## src/rtl/abdown_pkg.sv

```systemverilog
// Shared types and constants for the alpha box-average downscaler.
// Used by every module of the block; no dependencies.
`timescale 1ns / 1ps

package abdown_pkg;

   localparam int TGT_W   = 64;
   localparam int TGT_H   = 64;
   localparam int MAX_DIM = 4096;

   localparam int DIM_W   = $clog2(MAX_DIM) + 1;
   localparam int POS_W   = $clog2(MAX_DIM);
   localparam int COL_W   = $clog2(TGT_W);
   localparam int ROW_W   = $clog2(TGT_H);
   localparam int ALPHA_W = 8;
   localparam int GRAY_W  = 8;
   localparam int BINX_W  = $clog2(MAX_DIM / TGT_W + 2);
   localparam int BINY_W  = $clog2(MAX_DIM / TGT_H + 2);
   localparam int AREA_W  = BINX_W + BINY_W;
   localparam int SUM_W   = ALPHA_W + AREA_W;
   localparam int STEP_W  = $clog2(ALPHA_W);

   localparam int CSR_IDX_W  = 2;
   localparam int CSR_DATA_W = DIM_W;

   localparam logic [DIM_W-1:0]  RESET_WIDTH  = DIM_W'(512);
   localparam logic [DIM_W-1:0]  RESET_HEIGHT = DIM_W'(512);
   localparam logic [GRAY_W-1:0] RESET_GRAY   = '0;

   typedef enum logic [CSR_IDX_W-1:0] {
      CSR_WIDTH  = 2'd0,
      CSR_HEIGHT = 2'd1,
      CSR_GRAY   = 2'd2
   } csr_index_type;

   typedef enum logic [1:0] {
      DIV_IDLE,
      DIV_RUN,
      DIV_HOLD
   } div_state_type;

   typedef struct packed {
      logic [DIM_W-1:0] width;
      logic [DIM_W-1:0] height;
   } dims_type;

   typedef struct packed {
      logic [COL_W-1:0]   col;
      logic [ALPHA_W-1:0] alpha;
      logic               emit;
      logic               last;
      logic [BINX_W-1:0]  binx;
      logic [BINY_W-1:0]  biny;
   } item_type;

   typedef struct packed {
      logic [SUM_W-1:0]  sum;
      logic [AREA_W-1:0] area;
      logic              last;
   } div_req_type;

endpackage

```

## src/rtl/abdown_scan.sv

```systemverilog
// Source position and bin boundary tracking for the downscaler.
// Depends on abdown_pkg; feeds abdown_accum with one item descriptor per pixel.
`timescale 1ns / 1ps

module abdown_scan (
   input  logic                          clock,
   input  logic                          reset,
   input  logic                          accept,
   input  logic                          restart,
   input  abdown_pkg::dims_type          dims,
   input  abdown_pkg::dims_type          dims_in,
   input  logic [abdown_pkg::ALPHA_W-1:0] alpha,
   output abdown_pkg::item_type          item
);
   import abdown_pkg::*;

   logic [POS_W-1:0] src_col_ff, src_col_in;
   logic [POS_W-1:0] src_row_ff, src_row_in;
   logic [COL_W-1:0] tcol_ff, tcol_in;
   logic [ROW_W-1:0] trow_ff, trow_in;
   logic [DIM_W-1:0] col_end_ff, col_end_in;
   logic [DIM_W-1:0] row_end_ff, row_end_in;
   logic [DIM_W-1:0] col_start_ff, col_start_in;
   logic [DIM_W-1:0] row_start_ff, row_start_in;

   logic [DIM_W-1:0] col_inc, row_inc;
   logic end_col, end_band, end_row, end_image;
   logic [COL_W+DIM_W:0] col_prod;
   logic [ROW_W+DIM_W:0] row_prod;
   logic [DIM_W-1:0] col_edge, row_edge;
   logic col_more, row_more;

   always_comb begin
      col_inc   = DIM_W'(src_col_ff) + DIM_W'(1);
      row_inc   = DIM_W'(src_row_ff) + DIM_W'(1);
      end_col   = (col_inc == col_end_ff);
      end_band  = (row_inc == row_end_ff);
      end_row   = (col_inc >= dims.width);
      end_image = end_row && (row_inc >= dims.height);
      col_more  = ({1'b0, tcol_ff} + (COL_W+1)'(1)) < (COL_W+1)'(TGT_W);
      row_more  = ({1'b0, trow_ff} + (ROW_W+1)'(1)) < (ROW_W+1)'(TGT_H);
      col_prod  = (COL_W+DIM_W+1)'({1'b0, tcol_ff} + (COL_W+1)'(2))
                  * (COL_W+DIM_W+1)'(dims.width);
      row_prod  = (ROW_W+DIM_W+1)'({1'b0, trow_ff} + (ROW_W+1)'(2))
                  * (ROW_W+DIM_W+1)'(dims.height);
      col_edge  = DIM_W'(col_prod / TGT_W);
      row_edge  = DIM_W'(row_prod / TGT_H);
   end

   always_comb begin
      item.col   = tcol_ff;
      item.alpha = alpha;
      item.emit  = end_col && end_band;
      item.last  = end_image;
      item.binx  = BINX_W'(col_end_ff - col_start_ff);
      item.biny  = BINY_W'(row_end_ff - row_start_ff);
   end

   always_comb begin
      src_col_in   = src_col_ff;
      src_row_in   = src_row_ff;
      tcol_in      = tcol_ff;
      trow_in      = trow_ff;
      col_end_in   = col_end_ff;
      row_end_in   = row_end_ff;
      col_start_in = col_start_ff;
      row_start_in = row_start_ff;
      if (restart) begin
         src_col_in   = '0;
         src_row_in   = '0;
         tcol_in      = '0;
         trow_in      = '0;
         col_start_in = '0;
         row_start_in = '0;
         col_end_in   = DIM_W'(dims_in.width / TGT_W);
         row_end_in   = DIM_W'(dims_in.height / TGT_H);
      end else if (accept) begin
         if (end_row) begin
            src_col_in   = '0;
            tcol_in      = '0;
            col_start_in = '0;
            col_end_in   = DIM_W'(dims.width / TGT_W);
            if (end_image) begin
               src_row_in   = '0;
               trow_in      = '0;
               row_start_in = '0;
               row_end_in   = DIM_W'(dims.height / TGT_H);
            end else begin
               src_row_in = src_row_ff + POS_W'(1);
               if (end_band && row_more) begin
                  trow_in      = trow_ff + ROW_W'(1);
                  row_start_in = row_end_ff;
                  row_end_in   = row_edge;
               end
            end
         end else begin
            src_col_in = src_col_ff + POS_W'(1);
            if (end_col && col_more) begin
               tcol_in      = tcol_ff + COL_W'(1);
               col_start_in = col_end_ff;
               col_end_in   = col_edge;
            end
         end
      end
   end

   always_ff @(posedge clock) begin
      if (reset) begin
         src_col_ff   <= '0;
         src_row_ff   <= '0;
         tcol_ff      <= '0;
         trow_ff      <= '0;
         col_start_ff <= '0;
         row_start_ff <= '0;
         col_end_ff   <= DIM_W'(RESET_WIDTH / TGT_W);
         row_end_ff   <= DIM_W'(RESET_HEIGHT / TGT_H);
      end else begin
         src_col_ff   <= src_col_in;
         src_row_ff   <= src_row_in;
         tcol_ff      <= tcol_in;
         trow_ff      <= trow_in;
         col_start_ff <= col_start_in;
         row_start_ff <= row_start_in;
         col_end_ff   <= col_end_in;
         row_end_ff   <= row_end_in;
      end
   end

endmodule

```

## src/rtl/abdown_accum.sv

```systemverilog
// Per-column sum memory with read-modify-write and write forwarding.
// Depends on abdown_pkg; takes items from abdown_scan, launches abdown_divider.
`timescale 1ns / 1ps

module abdown_accum (
   input  logic                      clock,
   input  logic                      reset,
   input  logic                      restart,
   input  logic                      accept,
   input  abdown_pkg::item_type      item,
   input  logic                      div_ready,
   output logic                      ready,
   output logic                      launch_valid,
   output abdown_pkg::div_req_type   launch
);
   import abdown_pkg::*;

   logic [SUM_W-1:0] sum_mem [TGT_W];

   logic [TGT_W-1:0] entry_vld_ff, entry_vld_in;
   logic             s1_vld_ff, s1_vld_in;
   item_type         s1_item_ff;
   logic [SUM_W-1:0] rd_data_ff;
   logic             rd_vld_ff;
   logic             fwd_ff;
   logic [SUM_W-1:0] fwd_data_ff;

   logic [SUM_W-1:0] cur_sum, new_sum, wr_data;
   logic             s1_done;

   always_comb begin
      if (fwd_ff) begin
         cur_sum = fwd_data_ff;
      end else if (rd_vld_ff) begin
         cur_sum = rd_data_ff;
      end else begin
         cur_sum = '0;
      end
      new_sum  = cur_sum + SUM_W'(s1_item_ff.alpha);
      s1_done  = s1_vld_ff && (!s1_item_ff.emit || div_ready);
      wr_data  = s1_item_ff.emit ? '0 : new_sum;
      ready    = !s1_vld_ff || s1_done;

      launch_valid = s1_vld_ff && s1_item_ff.emit;
      launch.sum   = new_sum;
      launch.area  = AREA_W'(s1_item_ff.binx) * AREA_W'(s1_item_ff.biny);
      launch.last  = s1_item_ff.last;
   end

   always_comb begin
      entry_vld_in = entry_vld_ff;
      if (restart) begin
         entry_vld_in = '0;
      end else if (s1_done) begin
         entry_vld_in[s1_item_ff.col] = 1'b1;
      end
      s1_vld_in = s1_vld_ff;
      if (accept) begin
         s1_vld_in = 1'b1;
      end else if (s1_done) begin
         s1_vld_in = 1'b0;
      end
   end

   always_ff @(posedge clock) begin
      if (s1_done) begin
         sum_mem[s1_item_ff.col] <= wr_data;
      end
      if (accept) begin
         rd_data_ff <= sum_mem[item.col];
      end
   end

   always_ff @(posedge clock) begin
      if (reset) begin
         entry_vld_ff <= '0;
         s1_vld_ff    <= 1'b0;
      end else begin
         entry_vld_ff <= entry_vld_in;
         s1_vld_ff    <= s1_vld_in;
      end
   end

   always_ff @(posedge clock) begin
      if (accept) begin
         s1_item_ff  <= item;
         rd_vld_ff   <= entry_vld_ff[item.col];
         fwd_ff      <= s1_done && (s1_item_ff.col == item.col);
         fwd_data_ff <= wr_data;
      end
   end

   a_stall_holds: assert property (@(posedge clock) disable iff (reset)
      s1_vld_ff && !s1_done |=> s1_vld_ff && $stable(s1_item_ff))
      else $error("stalled sum stage lost its item");

   a_restart_clears: assert property (@(posedge clock) disable iff (reset)
      restart |=> entry_vld_ff == '0)
      else $error("column sums not cleared on restart");

endmodule

```

## src/rtl/abdown_divider.sv

```systemverilog
// Iterative restoring divider producing the bin average, plus the result register.
// Depends on abdown_pkg; launched by abdown_accum, drives the rsp_ channel.
`timescale 1ns / 1ps

module abdown_divider (
   input  logic                           clock,
   input  logic                           reset,
   input  logic                           launch_valid,
   input  abdown_pkg::div_req_type        launch,
   input  logic [abdown_pkg::GRAY_W-1:0]  gray,
   output logic                           div_ready,
   output logic                           rsp_valid,
   input  logic                           rsp_ready,
   output logic [abdown_pkg::GRAY_W-1:0]  rsp_gray,
   output logic [abdown_pkg::ALPHA_W-1:0] rsp_alpha,
   output logic                           rsp_last
);
   import abdown_pkg::*;

   div_state_type     state_ff, state_in;
   logic [SUM_W-1:0]  rem_ff;
   logic [AREA_W-1:0] den_ff;
   logic [ALPHA_W-1:0] quo_ff;
   logic [STEP_W-1:0] step_ff;
   logic              last_ff;
   logic [GRAY_W-1:0] gray_ff;
   logic              rsp_vld_ff, rsp_vld_in;
   logic [GRAY_W-1:0] rsp_gray_ff;
   logic [ALPHA_W-1:0] rsp_alpha_ff;
   logic              rsp_last_ff;

   logic [SUM_W-1:0]  shifted;
   logic              fits;
   logic              take, running, load_out;

   always_comb begin
      state_in = state_ff;
      case (state_ff)
         DIV_IDLE: begin
            if (launch_valid) begin
               state_in = DIV_RUN;
            end
         end
         DIV_RUN: begin
            if (step_ff == '0) begin
               state_in = DIV_HOLD;
            end
         end
         DIV_HOLD: begin
            if (!rsp_vld_ff || rsp_ready) begin
               state_in = DIV_IDLE;
            end
         end
         default: state_in = DIV_IDLE;
      endcase
   end

   always_comb begin
      div_ready = 1'b0;
      running   = 1'b0;
      load_out  = 1'b0;
      case (state_ff)
         DIV_IDLE: div_ready = 1'b1;
         DIV_RUN:  running   = 1'b1;
         DIV_HOLD: load_out  = !rsp_vld_ff || rsp_ready;
         default: ;
      endcase
      take = div_ready && launch_valid;
   end

   always_comb begin
      shifted = SUM_W'(den_ff) << step_ff;
      fits    = rem_ff >= shifted;
      rsp_vld_in = rsp_vld_ff;
      if (load_out) begin
         rsp_vld_in = 1'b1;
      end else if (rsp_ready) begin
         rsp_vld_in = 1'b0;
      end
   end

   always_ff @(posedge clock) begin
      if (reset) begin
         state_ff   <= DIV_IDLE;
         rsp_vld_ff <= 1'b0;
      end else begin
         state_ff   <= state_in;
         rsp_vld_ff <= rsp_vld_in;
      end
   end

   always_ff @(posedge clock) begin
      if (take) begin
         rem_ff  <= launch.sum;
         den_ff  <= launch.area;
         quo_ff  <= '0;
         step_ff <= STEP_W'(ALPHA_W - 1);
         last_ff <= launch.last;
         gray_ff <= gray;
      end else if (running) begin
         if (fits) begin
            rem_ff <= rem_ff - shifted;
         end
         quo_ff  <= {quo_ff[ALPHA_W-2:0], fits};
         step_ff <= step_ff - STEP_W'(1);
      end
      if (load_out) begin
         rsp_gray_ff  <= gray_ff;
         rsp_alpha_ff <= quo_ff;
         rsp_last_ff  <= last_ff;
      end
   end

   assign rsp_valid = rsp_vld_ff;
   assign rsp_gray  = rsp_gray_ff;
   assign rsp_alpha = rsp_alpha_ff;
   assign rsp_last  = rsp_last_ff;

   a_step_count: assert property (@(posedge clock) disable iff (reset)
      state_ff == DIV_RUN && step_ff != '0
      |=> state_ff == DIV_RUN && step_ff == $past(step_ff) - STEP_W'(1))
      else $error("divider step count skipped");

   a_rem_bound: assert property (@(posedge clock) disable iff (reset)
      state_ff == DIV_HOLD |-> rem_ff < SUM_W'(den_ff))
      else $error("average exceeds quotient width");

endmodule

```

## src/rtl/alpha_box_average_downscaler_unit.sv

```systemverilog
// Top level of the alpha box-average downscaler.
// Depends on abdown_pkg, abdown_scan, abdown_accum and abdown_divider.
//
// Usage: source alpha bytes enter in raster order on req_ (valid/ready), one
// item per accepted handshake. A 64x64 target pixel leaves on rsp_ when the
// last source pixel of its bin has been taken: gray level, floor-average
// alpha, and last_pixel set on the final pixel of the image.
// Throughput: one item per cycle for pixels that do not close a bin. A pixel
// that closes a bin goes to an 8-step restoring divider that stays busy from
// taking the item until its result is loaded into the result register; a
// second bin-closing pixel arriving meanwhile holds req_ready low until the
// divider is free.
// A result reaches rsp_valid through one read-modify-write stage on the column
// sum memory, the 8 divide steps and the hold state into the result register.
// Reset: source size 512x512, gray 0, all 64 column sums marked empty; no
// clearing pass. A write of width or height restarts the image the same way.
// When rsp_ready is low the result register holds; the divider then waits and
// bin-closing items back up into req_ready.
`timescale 1ns / 1ps

module alpha_box_average_downscaler_unit (
   input  logic                              clock,
   input  logic                              reset,
   input  logic                              req_valid,
   output logic                              req_ready,
   input  logic [abdown_pkg::ALPHA_W-1:0]    req_source_alpha,
   output logic                              rsp_valid,
   input  logic                              rsp_ready,
   output logic [abdown_pkg::GRAY_W-1:0]     rsp_pixel_gray,
   output logic [abdown_pkg::ALPHA_W-1:0]    rsp_pixel_alpha,
   output logic                              rsp_last_pixel,
   input  logic                              csr_we,
   input  logic [abdown_pkg::CSR_IDX_W-1:0]  csr_index,
   input  logic [abdown_pkg::CSR_DATA_W-1:0] csr_wdata
);
   import abdown_pkg::*;

   dims_type          dims_ff, dims_in;
   logic [GRAY_W-1:0] gray_ff, gray_in;
   logic              restart;
   logic              accept;
   item_type          item;
   logic              div_ready;
   logic              launch_valid;
   div_req_type       launch;

   function automatic logic [DIM_W-1:0] clamp_dim(input logic [CSR_DATA_W-1:0] v,
                                                  input logic [DIM_W-1:0] lo);
      logic [DIM_W-1:0] r;
      r = DIM_W'(v);
      if (r < lo) begin
         r = lo;
      end else if (r > DIM_W'(MAX_DIM)) begin
         r = DIM_W'(MAX_DIM);
      end
      return r;
   endfunction

   always_comb begin
      dims_in = dims_ff;
      gray_in = gray_ff;
      restart = 1'b0;
      if (csr_we) begin
         case (csr_index)
            CSR_WIDTH: begin
               dims_in.width = clamp_dim(csr_wdata, DIM_W'(TGT_W));
               restart       = 1'b1;
            end
            CSR_HEIGHT: begin
               dims_in.height = clamp_dim(csr_wdata, DIM_W'(TGT_H));
               restart        = 1'b1;
            end
            CSR_GRAY: gray_in = GRAY_W'(csr_wdata);
            default: ;
         endcase
      end
   end

   always_ff @(posedge clock) begin
      if (reset) begin
         dims_ff.width  <= RESET_WIDTH;
         dims_ff.height <= RESET_HEIGHT;
         gray_ff        <= RESET_GRAY;
      end else begin
         dims_ff <= dims_in;
         gray_ff <= gray_in;
      end
   end

   assign accept = req_valid && req_ready;

   abdown_scan u_scan (
      .clock   (clock),
      .reset   (reset),
      .accept  (accept),
      .restart (restart),
      .dims    (dims_ff),
      .dims_in (dims_in),
      .alpha   (req_source_alpha),
      .item    (item)
   );

   abdown_accum u_accum (
      .clock        (clock),
      .reset        (reset),
      .restart      (restart),
      .accept       (accept),
      .item         (item),
      .div_ready    (div_ready),
      .ready        (req_ready),
      .launch_valid (launch_valid),
      .launch       (launch)
   );

   abdown_divider u_divider (
      .clock        (clock),
      .reset        (reset),
      .launch_valid (launch_valid),
      .launch       (launch),
      .gray         (gray_ff),
      .div_ready    (div_ready),
      .rsp_valid    (rsp_valid),
      .rsp_ready    (rsp_ready),
      .rsp_gray     (rsp_pixel_gray),
      .rsp_alpha    (rsp_pixel_alpha),
      .rsp_last     (rsp_last_pixel)
   );

endmodule

```

## config.mk

```make
export PLATFORM = sky130hd
export DESIGN_NAME = alpha_box_average_downscaler_unit
export DESIGN_NICKNAME = d
export VERILOG_FILES = /design/src/rtl/abdown_pkg.sv /design/src/rtl/abdown_scan.sv /design/src/rtl/abdown_accum.sv /design/src/rtl/abdown_divider.sv /design/src/rtl/alpha_box_average_downscaler_unit.sv
export SDC_FILE = /design/constraint.sdc
export NUM_CORES = 2
export LEC_CHECK = 0
export BUFFER_PORTS_ARGS = -buffer_cell sky130_fd_sc_hd__buf_4
export CAP_MARGIN = 20
export CORE_MARGIN = 3
export CORE_UTILIZATION = 63
export DETAILED_ROUTE_END_ITERATION = 12
export GPL_ROUTABILITY_DRIVEN = 1
export PLACE_DENSITY = 0.79
export SLEW_MARGIN = 15
export SYNTH_ARGS = -nofsm -noshare
export SYNTH_HDL_FRONTEND = slang
export SYNTH_SLANG_ARGS = --single-unit
```

## constraint.sdc

```tcl
create_clock -name clock -period 11.3 [get_ports clock]
set_input_delay 1.13 -clock clock [delete_from_list [all_inputs] [get_ports clock]]
set_output_delay 1.13 -clock clock [all_outputs]
set_load 0.01 [all_outputs]
```

==> results.cfg <==
[floorplanning]
fp.dieH_um = 356
rows = 127
start_util = 0.639
ioPinCount = 47
die_w_um = 356
core-area_um2 = 121000
dieArea_um2 = 126000

[worst_setup_path]
cp.required_ps = 12030
end_kind = flip-flop
critPathKind = flip-flop to flip-flop
cp.arrival_ps = 7380
reg2reg_from = u_scan.tcol_ff[2]
crit_fanout = 33
cp-startpoint = u_scan.tcol_ff[2]
rrSetupSlack_ps = 4650
cp-start-kind = flip-flop

[route]
drc = 0
drt_iter0_drc = 5669
vias = 44400
wl_um = 188000
post_drt_wl_per_cell_um = 28.1
firstDrtPassIters = 9
viasPerCell = 6.61
antenna_left = 0

[timing]
hold_viol = 0
fin_crit_sh = 0.588
tightest_slew_ps = 1070
tns_ps = 0
fmax_ghz = 0.150
relSlewSlack = 0.285
post-route-min-period_ps = 6650
setup_violations = 0
clock_skew_ps = 33.6
rsz0062_at_grt = no
slew_viol_final = 0

[power_and_ir_drop]
p_leak_nw = 28.6
seqPwrFrac = 0.519
p_int_w = 0.0107
power_switching_share = 0.232
power_density_nw_per_um2 = 163
vdd_drop_max_uv = 185
clockPowerShare = 0.397
p_switching_w = 0.00323
comb_power_share = 0.084

[synthesis]
avgSynthCellArea_um2 = 15.8
synth_cell_types = 84
synth_enable_flop_cells = 1546
syn-num-nets = 5208
synth_largest_area_cell = edfxtp_1
syn_area_um2 = 77000
async_reset_ff_frac = 0
seq_area_frac_synth = 0.652
synth_warnings = 0
syn_inst = 4873
synth_area_leaders = edfxtp_1 (60%), mux4_2 (10%), dfxtp_1 (4.9%)
synth_top_area_share = 0.603
synth-seq-cells = 1735
ys.flop_type = edfxtp_1

[layout]
fin_area_um2 = 85100
final_cell_mix = edfxtp_1 (1546), mux4_2 (343), nor2_1 (310)
utilization = 0.706
drive_gt1_frac = 0.173
nets = 5291
areaGrowthSynthToFinish_pct = 10.5
final_common_cell = edfxtp_1

[clocking]
cts_resized = 0
cts.root.buffer_cell = clkbuf_16
cts.clk_slew.worst_paths_ps = 60
cts.sinks = 1735
hold_buffers = 0
cts_buffer_depth = 3
cts-buffers-inserted = 167
postCtsSetupBuffers = 0
htreeDepth = 4
cts_tree = built
clk_latency_ps = 820

[global_route]
grt_max_degree = 137
groute.usage.overall = 0.304
grt.overflow.total = 0
grt_pass1_wl_um = 284000
antenna_found_initial = 4
grt_pass1_vias = 44700

[hold_path]
hp-class = flip-flop to flip-flop
min_from = u_divider.last_ff

[outcome]
outcome = complete, no violations

[flow_run]
maxCapViolCount = 0

[placement]
dp_hpwl_um = 109000
gp_congestion = 0.904
numPortBuffers = 46
dpl_cell_area_um2 = 79700
==> state kept, by name (all words and copies together) (netlist names), 2 cells and up <==
register,count
u_accum.entry_vld_ff,64
u_scan.trow_ff,6
u_accum.fwd_data_ff,22
u_accum.sum_mem,1408
u_accum.rd_data_ff,22
u_scan.col_start_ff,7
u_scan.src_col_ff,12
u_divider.gray_ff,8
u_divider.rsp_gray,8
u_scan.col_end_ff,13
u_divider.rsp_alpha,8
u_divider.state_ff,2
u_accum.s1_item_ff,29
u_scan.row_start_ff,7
gray_ff,8
u_divider.rem_ff,22
u_divider.den_ff,14
u_divider.step_ff,3
u_scan.row_end_ff,13
u_divider.quo_ff,8
dims_ff,26
u_scan.src_row_ff,12
u_scan.tcol_ff,6
==> area by class of cell <==
| type | instances | area, µm² |
|---|---|---|
| Inverter | 247 | 928 |
| Clock buffer | 230 | 4610 |
| Clock inverter | 85 | 790 |
| Timing Repair Buffer | 159 | 1250 |
| Tap cell | 1612 | 2020 |
| Fill cell | 7325 | 35500 |
| Multi-Input combinational cell | 2646 | 25300 |
| Sequential cell | 1735 | 50200 |
| Antenna cell | 3 | 7.51 |
==> power by group through the flow <==
stage | Clock (W) | Combinational (W) | Sequential (W)
after floorplan | 0 | 0.000850 | 0.00732
after global placement | 0 | 0.00112 | 0.00734
after detailed placement | 0 | 0.00114 | 0.00735
after CTS | 0.00558 | 0.00116 | 0.00721
after global routing | 0.00583 | 0.00130 | 0.00722
final | 0.00553 | 0.00117 | 0.00721
==> synth_stat cells, types with 57 or more instances <==
cell         n
and2_1      75
nand2_1    254
inv_1      246
xor2_1      57
dfxtp_1    189
edfxtp_1  1546
a21oi_1    159
nor2_1     390
o21ai_0    154
xnor2_1     82
mux4_2     343
nand3_1     71
clkbuf_1   169
ha_1       175
fa_1       132
mux2i_1    230
==> layer usage <==
layer  up-vias  wire (µm)  global-route usage
li1      18800          -                   -
met1     22400      70400               0.416
met2      2772      90200               0.480
met3       457      19900              0.0640
met4         0       7970               0.129
met5         -          0                   0
==> metrics by stage <==
stage | worst slack (ps) | hold slack, ps | std cells | total power [W]
finish | 4650 | 417 | 6717 | 0.0139
global route | 4080 | 427 | 6714 | 0.0143
detailed placement | 4640 | 406 | 6396 | 0.00849
floorplan | 4590 | 400 | 4873 | 0.00817
CTS | 4610 | 415 | 6711 | 0.0140
global placement | 4710 | 403 | 6396 | 0.00846
==> worst paths after layout <==
check | cells past startpoint | to
max | 21 | u_scan.col_end_ff[7]
min reg2reg | 0 | u_divider.rsp_last
max reg2reg | 21 | u_scan.col_end_ff[7]
min | 0 | u_divider.rsp_last
==> cell families after synthesis <==
logic type,Yosys count,synth area share
flip-flops,1735,0.652
AND/OR/NAND/NOR,1009,0.0608
AO/OA/AOI/OAI,600,0.0493
multiplexers,580,0.131
buffers and inverters,492,0.0250
adder cells (fa/ha/maj),307,0.0627
XOR/XNOR,150,0.0191
==> worst max-delay path, stage by stage (launching register included) <==
cell and delay (ps):
dfxtp_4 670, ha_1 340, xor2_1 730, and2_1 250, fa_1 410, inv_1 90
fa_1 390, inv_1 80, fa_1 410, inv_1 80, fa_1 400, inv_1 60
ha_1 260, a2111oi_0 390, o21ai_0 220, a221oi_1 630, o21ai_0 280, o21a_1 240
nor2_1 110, xor2_1 70, or3_1 300, a21oi_1 140
(Power assumes the default switching activity.)
